==> config.mk <==
export PLATFORM = sky130hd
export DESIGN_NAME = isp_div
export DESIGN_NICKNAME = d
export VERILOG_FILES = /design/src/design/isp_pkg.sv /design/src/design/isp_div.sv
export SDC_FILE = /design/constraint.sdc
export NUM_CORES = 1
export LEC_CHECK = 0
export ABC_CLOCK_PERIOD_IN_PS = 4400
export BUFFER_PORTS_ARGS = -buffer_cell sky130_fd_sc_hd__clkbuf_2
export CAP_MARGIN = 20
export CORE_UTILIZATION = 43
export CTS_CLUSTER_SIZE = 20
export DETAILED_ROUTE_END_ITERATION = 10
export PLACE_DENSITY = 0.67
export SETUP_SLACK_MARGIN = 0.02
export SKIP_CTS_REPAIR_TIMING = 1
export SLEW_MARGIN = 40
export SYNTH_ARGS = -nofsm -noshare
export SYNTH_HDL_FRONTEND = slang
export SYNTH_SLANG_ARGS = --single-unit
==> constraint.sdc <==
create_clock -name clock -period 4.4 [get_ports clock]
set_input_delay 0.88 -clock clock [delete_from_list [all_inputs] [get_ports clock]]
set_output_delay 0.88 -clock clock [all_outputs]
set_load 0.01 [all_outputs]
==> src/design/isp_pkg.sv <==
`timescale 1ns / 1ps
// ----------------------------------------------------------------------------
// isp_pkg
// Shared types and constants of the interpolating sample player.
// ----------------------------------------------------------------------------
package isp_pkg;

   localparam int MAX_FRAMES_DEF  = 65536;
   localparam int SAMPLE_BITS_DEF = 16;

   // Phase format: unsigned Q1.24
   localparam logic [24:0] ONE_Q24    = 25'h1000000;
   localparam logic [24:0] MIN_SPAN   = 25'd16;
   localparam logic [15:0] UNITY_GAIN = 16'd4096;

   // Shared divider widths
   localparam int DVD_W = 48;
   localparam int DVS_W = 30;
   // Internal frame count width (covers the largest memory depth)
   localparam int FRM_W = 22;

   // Configuration register indexes
   localparam logic [1:0] CSR_FRAME_COUNT = 2'd0;
   localparam logic [1:0] CSR_RATE_RATIO  = 2'd1;
   localparam logic [1:0] CSR_STEREO      = 2'd2;
   localparam logic [1:0] CSR_GAIN        = 2'd3;

   // Request kinds
   localparam logic CMD_TICK  = 1'b0;
   localparam logic CMD_WRITE = 1'b1;

   // Transport modes
   localparam logic [2:0] MODE_STOP = 3'd1;
   localparam logic [2:0] MODE_LOOP = 3'd3;
   localparam logic [2:0] MODE_ONCE = 3'd5;
   localparam logic [2:0] MODE_NONE = 3'd7;

   typedef enum logic [4:0] {
      ST_CLEAR,
      ST_IDLE,
      ST_SETUP,
      ST_MUL,
      ST_INC_GO,
      ST_INC_WAIT,
      ST_POS_GO,
      ST_POS_WAIT,
      ST_IDX,
      ST_RD0,
      ST_RD1,
      ST_RD2,
      ST_INTL,
      ST_INTR,
      ST_GAINL,
      ST_GAINR,
      ST_PHASE,
      ST_WRAP_WAIT,
      ST_OUT
   } state_type;

endpackage

==> src/design/isp_div.sv <==
`timescale 1ns / 1ps
// ----------------------------------------------------------------------------
// isp_div
// Restoring unsigned divider, one quotient bit per cycle.
// ----------------------------------------------------------------------------
module isp_div #(
   parameter int DVD_W = isp_pkg::DVD_W,
   parameter int DVS_W = isp_pkg::DVS_W
) (
   input  logic             clock,
   input  logic             reset,
   input  logic             start,
   input  logic [DVD_W-1:0] dividend,
   input  logic [DVS_W-1:0] divisor,
   output logic             done,
   output logic [DVD_W-1:0] quotient,
   output logic [DVS_W-1:0] remainder
);

   localparam int CW = $clog2(DVD_W + 1);

   logic [CW-1:0]    cnt_ff;
   logic             busy_ff;
   logic             done_ff;
   logic [DVD_W-1:0] quo_ff;
   logic [DVS_W-1:0] rem_ff;
   logic [DVS_W-1:0] dvs_ff;
   logic [DVS_W:0]   trial;
   logic             fits;

   // Shift in the next dividend bit and try a subtract
   assign trial = {rem_ff, quo_ff[DVD_W-1]};
   assign fits  = trial >= {1'b0, dvs_ff};

   always_ff @(posedge clock) begin
      if (reset) begin
         busy_ff <= 1'b0;
         done_ff <= 1'b0;
         cnt_ff  <= '0;
      end else begin
         done_ff <= 1'b0;
         if (start) begin
            busy_ff <= 1'b1;
            cnt_ff  <= CW'(DVD_W);
         end else if (busy_ff) begin
            cnt_ff <= cnt_ff - 1'b1;
            if (cnt_ff == CW'(1)) begin
               busy_ff <= 1'b0;
               done_ff <= 1'b1;
            end
         end
      end
   end

   always_ff @(posedge clock) begin
      if (start) begin
         quo_ff <= dividend;
         rem_ff <= '0;
         dvs_ff <= divisor;
      end else if (busy_ff) begin
         quo_ff <= {quo_ff[DVD_W-2:0], fits};
         rem_ff <= fits ? DVS_W'(trial - {1'b0, dvs_ff}) : trial[DVS_W-1:0];
      end
   end

   assign done      = done_ff;
   assign quotient  = quo_ff;
   assign remainder = rem_ff;

endmodule
* After elaboration in Yosys (flattened, before gate mapping)
Cells that the tools add are included.
** Word-level totals
- Word-level logic and storage cells :: 24
- Register bits :: 116
- Output and inout bits :: 79
- Input bits :: 81
** Cells by class
- Mux-type cells :: 9
- Bitwise gates (word level) :: 1
- Add/subtract/negate cells :: 2
- Equal/unequal tests :: 1
- $lt $le $gt $ge :: 1
- Reductions and logical operators :: 3
** Operators by type and width (count)
- $mux W48 :: 2
- $ge A31 B30 Y1 :: 1
- $mux W30 :: 1
- $sub A30 B30 Y30 :: 1
- $mux W6 :: 2
- $eq A6 B1 Y1 const B :: 1
- $sub A6 B1 Y6 const B :: 1
- $mux W1 :: 4
- $reduce_or A3 Y1 :: 1
- $reduce_bool A2 Y1 :: 1
- $reduce_or A2 Y1 :: 1
- $not A1 Y1 :: 1

* Logic depth before layout (Yosys ltp)
Gate-level depths: netlist (run 1).
- Depth in word-level cells :: 4
- Gate-level depth with buffers :: 13
- Mapped depth without buffers :: 12

* Worst setup path after synthesis (run 1)
No wires, ideal clock.
- Kind :: reg2reg
- From :: reg rem_ff[0], in the netlist remainder[0]
- To :: reg quo_ff[0], in the netlist quotient[0] (data pin)
- Arrival :: 2.455 ns
- Setup time :: 0.260 ns
- Cell stages (with the launch flop) :: 11
- Period minus slack after synthesis :: 2.715 ns
- Setup slack :: 1.685 ns
- Path buffers :: 2
- Data required time :: 4.140 ns
- Cell sequence :: dfxtp_1 ha_1 nor2b_1 o31a_1 o21ai_1 o21ai_1 a221o_1 a21o_1 buf_4 buf_4 mux2_2
** Between the ends
- Word-level cells in the longest chain between the ends :: 3
** Ends and longest elaborated chain
- from (decl) :: RTL line isp_div.sv:26 : logic [DVS_W-1:0] rem_ff;
- from (signal assigned) :: RTL line isp_div.sv:62 : rem_ff <= fits ? DVS_W'(trial - {1'b0, dvs_ff}) : trial[DVS_W-1:0];
- $ge A31 B30 Y1 :: RTL line isp_div.sv:33 : assign fits = trial >= {1'b0, dvs_ff};
- $mux W48 :: RTL line isp_div.sv:60 : end else if (busy_ff) begin
- $mux W48 :: RTL line isp_div.sv:56 : if (start) begin
- to (signal assigned) :: RTL line isp_div.sv:57 : quo_ff <= dividend;
- to (signal assigned) :: RTL line isp_div.sv:61 : quo_ff <= {quo_ff[DVD_W-2:0], fits};
- to (decl) :: RTL line isp_div.sv:25 : logic [DVD_W-1:0] quo_ff;
No other way between the ends. The select of a mux whose other input is x is not followed.
A chain may end at the register's enable or synchronous reset.

* Worst setup path after layout (run 1)
- From :: reg dvs_ff[1]
- To :: reg quo_ff[0], in the netlist quotient[0] (data pin)
** Between the ends
- Word-level cells in the longest chain between the ends :: 3
** Ends and longest elaborated chain
- from (decl) :: RTL line isp_div.sv:27 : logic [DVS_W-1:0] dvs_ff;
- from (signal assigned) :: RTL line isp_div.sv:59 : dvs_ff <= divisor;
- $ge A31 B30 Y1 :: RTL line isp_div.sv:33
- $mux W48 :: RTL line isp_div.sv:60
- $mux W48 :: RTL line isp_div.sv:56
No other way between the ends. The select of a mux whose other input is x is not followed.

==> results of run 1 <==
## path summary, 6_finish.rpt
kind	cells past startpoint	slack (ps)	start	end
setup reg to reg	9	1430	dvs_ff[1]	quotient[0]
hold / removal	2	500	cnt_ff[1]	cnt_ff[1]
setup / recovery	9	1430	dvs_ff[1]	quotient[0]
hold reg to reg	2	500	cnt_ff[1]	cnt_ff[1]
## logic make-up (layout without fill, tap and decap cells)
logic type,count (synthesis),count (layout),synth area share (%)
xor gates and xnor gates,29,29,3.84
DFF,116,116,46.9
buffers and inverters,71,235,4.84
adders and majority gates,34,34,6.54
and+or+nand+nor,203,203,14.7
AOI/OAI and AO/OA,124,124,14.7
muxes,50,50,8.47
## power by group through the flow
stage	sequential [mW]	combinational [mW]	clock, mW
after floorplan	1.40	0.547	0
after global placement	1.38	0.783	0
after detailed placement	1.38	0.798	0
after CTS	1.36	0.801	1.52
after global routing	1.37	0.883	1.57
final	1.36	0.803	1.49
## worst reg2reg max path: cells and delay by family (launching register included)
family / cells / cell delay [ps]
compound gates: 5 / 1460
fa+ha+maj: 1 / 260
buf+inv: 1 / 130
flops: 1 / 360
mux: 1 / 350
simple gates: 1 / 160
## cells in the final DEF (no fill, tap or decap), drive strengths merged, types with 3 or more instances in the layout
cell type	count
nand2	75
o21a	5
nor2b	5
o22ai	4
nor3b	3
o211ai	5
clkbuf	176
dfxtp	38
nand3	11
a311oi	22
nor2	60
nor3	10
edfxtp	78
nand4b	3
a21o	8
a31oi	8
o21bai	4
nand2b	6
and2	4
mux2	48
inv	44
buf	6
a21oi	30
clkinv	4
and3	4
ha	33
xor2	13
xnor2	16
o21ai	17
a211oi	3
bufinv	4
nand4	9
## metal layers
metal / GRT usage [%] / vias up / share of wire [%]
met2: 32.6 / 201 / 46
li1: - / 2593 / -
met5: 0 / - / 0
met1: 26.0 / 2518 / 45
met4: 8.01 / 0 / 0.98
met3: 6.58 / 13 / 7.6
## area by class of cell
| type | instances | share of cell area (%) |
|---|---|---|
| Sequential cell | 116 | 38.1 |
| Clock inverter | 14 | 2.44 |
| Multi-Input combinational cell | 440 | 39.2 |
| Clock buffer | 18 | 5.27 |
| Timing Repair Buffer | 164 | 10.4 |
| Inverter | 39 | 1.80 |
| Tap cell | 184 | 2.82 |
## flip-flops by register name (all words and copies together) (netlist names)
signal	flops
cnt_ff	6
dvs_ff	30
remainder	30
quotient	48
busy_ff	1
done	1
==> summary.txt, run 1 <==
==========================================================================================
Bufs and invs on worst path .................................................            1
Worst Setup End Kind ........................................................     register
Worst endpoint required time ................................................      4570 ps
Max VDD drop ................................................................   0.000273 V
Wire length of the first global-routing pass ................................      25.6 mm
Yosys reg bits ..............................................................          116
Static leakage ..............................................................      3.47 nW
H-tree depth reported by CTS ................................................            4
Fraction of synthesis flops using an asynchronous set or reset pin ..........           0%
Total standard cell area after synthesis ....................................     6620 um2
Dominant delay contributor by cell family on the critical path .............. compound AO/OA/AOI/OAI gates
Transition time of the tightest slew-check pin ..............................       759 ps
Final instance area .........................................................     8150 um2
Most Frequent Cell on Critical Path .........................................      o21ai_1
Most area-consuming cells after synthesis ................................... edfxtp_1, dfxtp_1, mux2_2
Total gr overflow ...........................................................            0
Count of yosys warnings during synthesis ....................................            0
Yosys top cell by area ......................................................     edfxtp_1
CTS Sinks ...................................................................          116
Max Slew Vio Count ..........................................................            0
Fill count ..................................................................         1290
Data arrival, critical path .................................................      3140 ps
Antenna diode count .........................................................            0
Cell Rows ...................................................................           44
Number of primary I/O pins ..................................................          160
Synth Net Count .............................................................          742
Count leader, synth .........................................................     edfxtp_1
Crit share post-route .......................................................        67.5%
Average instance area after synthesis .......................................     10.6 um2
Switching Fraction ..........................................................        29.5%
Total Die Area ..............................................................    15900 um2
Antenna Violating Nets Remaining ............................................            0
Bufs on Longest Clock Path ..................................................            2
Clock edge transition at the registers on the reported setup and hold paths .        60 ps
Status ...................................................................... complete, no violations
Count of mapped cells out of synthesis ......................................          627
Total power after layout ....................................................      3.65 mW
Highest clock rate ..........................................................    0.337 GHz
Final setup violation count .................................................            0
Antenna violations before repair ............................................            0
Number of enable flip-flop cells after synthesis ............................           78
Distinct cells, synth .......................................................           66
Sequential cell area ........................................................     3100 um2
Vias in the first global route ..............................................         5195
Number of clock buffers inserted by TritonCTS ...............................           17
Setup repair after global routing missed its margin .........................        false
Most numerous cell types in the synthesized netlist ......................... edfxtp_1, nand2_1, nor2_1
Final critical-path required period .........................................      2970 ps
Hold Fails Final Rpt ........................................................            0
Clock tree from TritonCTS ...................................................         done
Area of combinational cells with multiple inputs ............................     3190 um2
Type of the setup path with the least slack .................................      reg2reg
Fraction of synthesized cell area taken by the top area cell type ...........        35.4%
All-Layer GR Usage ..........................................................        20.5%
Setup Skew ..................................................................      11.5 ps
Die height ..................................................................       126 um
Combinational power share ...................................................        22.0%
Number of DRC markers after the initial detailed-route iteration ............          229
Routed via count ............................................................         5325
Die X .......................................................................       126 um
Fraction of layout instances using a drive strength above 1 .................        35.7%
Ratio of total power to cell area ...........................................   448 nW/um2
Clock network power share ...................................................        40.8%
Final-layout setup total negative slack .....................................         0 ps
PnR worst setup slack .......................................................      1430 ps
Critical-path cell list ..................................................... inv_1, ha_1, nor2b_1, o31a_1, o21ai_1, o21ai_1, a221o_1, a21o_2, mux2_2
Max-cap viol count ..........................................................            0
Largest fanout on the critical path .........................................           28
Wire length per cell after detailed routing .................................      16.3 um
Delay of the slowest critical-path stage ....................................       420 ps
Count of input and output buffers ...........................................          159
Final HPWL DP ...............................................................      11.4 mm
Worst slack, placed .........................................................      1420 ps
Layout overhead on the synthesized area .....................................        23.2%
Core area ...................................................................    14800 um2
Seq pwr share ...............................................................        37.2%
Initial core utilization ....................................................        44.8%
Instance area at placement ..................................................     7520 um2
Switching power of the nets .................................................      1.08 mW
Main flop type after synthesis ..............................................     edfxtp_1
Internal power component ....................................................      2.57 mW
Final design utilization ....................................................        55.2%
Max_slew headroom ...........................................................        49.4%
Hold slack ..................................................................       503 ps
Type of the worst min-delay path ............................................      reg2reg
Type of element launching the critical path .................................     register
Final weighted congestion in routability-driven placement ...................        0.884
Cell at the root of the clock tree ..........................................    clkbuf_16
Largest net degree at the start of global routing ...........................          124
Wirelength, routed ..........................................................      15.9 mm
Placed insts ................................................................          943
Master of the slowest instance on the critical path .........................       a21o_2
Number of cells in the finished layout apart from fillers ...................          975
Post-synthesis sequential area ratio ........................................        46.9%
DRC .........................................................................            0
Layout Nets .................................................................          893
Post-DR vias/cell ...........................................................         5.46
Clock insertion delay at the later pin of the skew report ...................       420 ps
Iteration count of the initial detailed-routing pass ........................            5
==========================================================================================
Note: power is estimated with default switching activity, not from simulation.
==> inputs of run 2 (changes only) <==
Settings changed: ABC_CLOCK_PERIOD_IN_PS 4400 to 2800.
Clock period 4.4 ns to 2.8 ns, I/O delays scaled along.
==> summary.txt, run 2 (synthesis gave the netlist of run 1 again) <==
==========================================================================================
Layout Nets .................................................................          940   was 893
Ratio of total power to cell area ...........................................   658 nW/um2   was 448 nW/um2
Max-cap viol count ..........................................................            0   unchanged
Fill count ..................................................................         1222   was 1290
R2R cell count ..............................................................           12   was 9
Data arrival, critical path .................................................      3050 ps   was 3140 ps
Bufs on Longest Clock Path ..................................................            2   unchanged
Die X .......................................................................       126 um   unchanged
Iteration count of the initial detailed-routing pass ........................            5   unchanged
Setup repair after global routing missed its margin .........................         true   was false
H-tree depth reported by CTS ................................................            4   unchanged
Hold Fails Final Rpt ........................................................            0   unchanged
Largest net degree at the start of global routing ...........................           49   was 124
Sequential cell area ........................................................     3100 um2   unchanged
Fraction of layout instances using a drive strength above 1 .................        45.0%   was 35.7%
Start of the worst register-to-register path ................................   dvs_ff[14]   was dvs_ff[1]
Placed insts ................................................................          979   was 943
Total Die Area ..............................................................    15900 um2   unchanged
All-Layer GR Usage ..........................................................        21.5%   was 20.5%
Clock edge transition at the registers on the reported setup and hold paths .        70 ps   was 60 ps
Clock insertion delay at the later pin of the skew report ...................       430 ps   was 420 ps
Antenna diode count .........................................................            0   unchanged
Flip-flop count of the largest register after layout ........................           48   unchanged
Post-DR vias/cell ...........................................................         5.42   was 5.46
R2R setup slack .............................................................        70 ps   was 1430 ps
Number of cells in the finished layout apart from fillers ...................         1022   was 975
Capture point of the worst path ............................................. remainder[29]   was quotient[0]
Die height ..................................................................       126 um   unchanged
CTS Sinks ...................................................................          116   unchanged
Layout overhead on the synthesized area .....................................        34.3%   was 23.2%
Total gr overflow ...........................................................            0   unchanged
Core area ...................................................................    14800 um2   unchanged
Antenna violations before repair ............................................            0   unchanged
Worst Setup End Kind ........................................................     register   unchanged
Critical Path Source ........................................................   dvs_ff[14]   was dvs_ff[1]
Type of the setup path with the least slack .................................      reg2reg   unchanged
Worst reg2reg endpoint ...................................................... remainder[29]   was quotient[0]
Number of primary I/O pins ..................................................          160   unchanged
Final critical-path required period .........................................      2730 ps   was 2970 ps
Status ...................................................................... complete, no violations   unchanged
Final setup violation count .................................................            0   unchanged
Most common library cell in the layout ignoring fill and taps ...............     clkbuf_2   unchanged
Cell Rows ...................................................................           44   unchanged
Number of clock buffers inserted by TritonCTS ...............................           17   unchanged
Type of the worst min-delay path ............................................       in2reg   was reg2reg
Cell at the root of the clock tree ..........................................    clkbuf_16   unchanged
Max VDD drop ................................................................   0.000520 V   was 0.000273 V
Count of input and output buffers ...........................................          159   unchanged
Number of DRC markers after the initial detailed-route iteration ............          271   was 229
Vias in the first global route ..............................................         5569   was 5195
Most used cells in the layout excluding fill and tap cells .................. clkbuf_2, edfxtp_1, nor2_1, nand2_1, mux2_2   was clkbuf_2, edfxtp_1, nand2_1, nor2_1, mux2_2
Wire length of the first global-routing pass ................................      27.0 mm   was 25.6 mm
Max Slew Vio Count ..........................................................            0   unchanged
Type of element launching the critical path .................................     register   unchanged
Area of combinational cells with multiple inputs ............................     3500 um2   was 3190 um2
Highest clock rate ..........................................................    0.367 GHz   was 0.337 GHz
Transition time of the tightest slew-check pin ..............................       759 ps   about the same
Antenna Violating Nets Remaining ............................................            0   unchanged
Initial core utilization ....................................................        44.8%   unchanged
Max_slew headroom ...........................................................        49.4%   about the same
Routed via count ............................................................         5540   was 5325
Clock tree from TritonCTS ...................................................         done   unchanged
Largest fanout on the critical path .........................................            8   was 28
Final weighted congestion in routability-driven placement ...................        0.934   was 0.884
Wire length per cell after detailed routing .................................      16.6 um   was 16.3 um
Crit share post-route .......................................................        97.3%   was 67.5%
Setup Skew ..................................................................      18.2 ps   was 11.5 ps
Final design utilization ....................................................        60.2%   was 55.2%
DRC .........................................................................            0   unchanged
Number of cells on the worst hold path ......................................            1   was 2
Worst endpoint required time ................................................      3130 ps   was 4570 ps
Final HPWL DP ...............................................................      12.3 mm   was 11.4 mm
Wirelength, routed ..........................................................      17.0 mm   was 15.9 mm
Static leakage ..............................................................      3.76 nW   was 3.47 nW
==========================================================================================
-- run 2: changes by cell type in the layout (fill, tap and decap cells not counted), sizes merged --
cell | before | now
inv | 44 | 47
buf | 6 | 50
clkinvlp | 1 | 3
bufinv | 4 | 1
clkbuf | 176 | 178
clkinv | 4 | 3
-- run 2: report_power, final --
part	switching [mW]	internal, mW
Combinational	0.840	0.747
Clock	0.878	1.24
Sequential	0.121	2.02
-- run 2: metal layers --
metal / track usage [%] / routed length (um) / up-vias
met5: 0 / 0 / -
met4: 7.51 / 310 / 0
met3: 7.05 / 1140 / 24
met2: 34.8 / 8030 / 205
met1: 26.8 / 7510 / 2608
li1: - / - / 2703
-- run 2: per-stage QoR --
step | hold slack, ps | TNS (ps) | total power [mW] | instance area (um2) | setup WS, ps
global route | 296 | -312 | 6.12 | 8880 | -50.4
finish | 302 | 0 | 5.84 | 8880 | 74.8
floorplan | 469 | 0 | 3.05 | 6620 | 84.8
detailed placement | 503 | -597 | 3.54 | 7850 | -82.2
global placement | 487 | 0 | 3.51 | 7850 | 45.3
CTS | 295 | -1100 | 5.67 | 8420 | -96.7
-- run 2: final cells by class --
cell class              count  share of cell area, %
clock buffers              17                   4.79
inverters                  39                   1.65
flip-flops and latches    116                   35.0
well taps                 184                   2.59
repair buffers            211                   15.0
multi-input cells         440                   39.4
clock inverters            15                   1.62
-- run 2: critical path, stage by stage, from the launching register on --
cell       delay, ps
edfxtp_1         390
inv_2             80
ha_4             220
a21oi_4          170
o21ai_2           80
a221oi_2         330
o21ai_2          120
a221o_1          410
a21oi_4          200
buf_12           160
clkbuf_16        180
nand2_4           40
a311oi_1         230
-- run 2: worst min-delay path by stage --
stage / to / slack, ps / from
after CTS: dvs_ff[0] / 300 / divisor[0]
after global routing: dvs_ff[0] / 300 / divisor[0]
after detailed placement: cnt_ff[1] / 500 / cnt_ff[1]
after global placement: cnt_ff[1] / 490 / cnt_ff[1]
after floorplan: cnt_ff[1] / 470 / cnt_ff[1]
final: dvs_ff[14] / 300 / divisor[14]
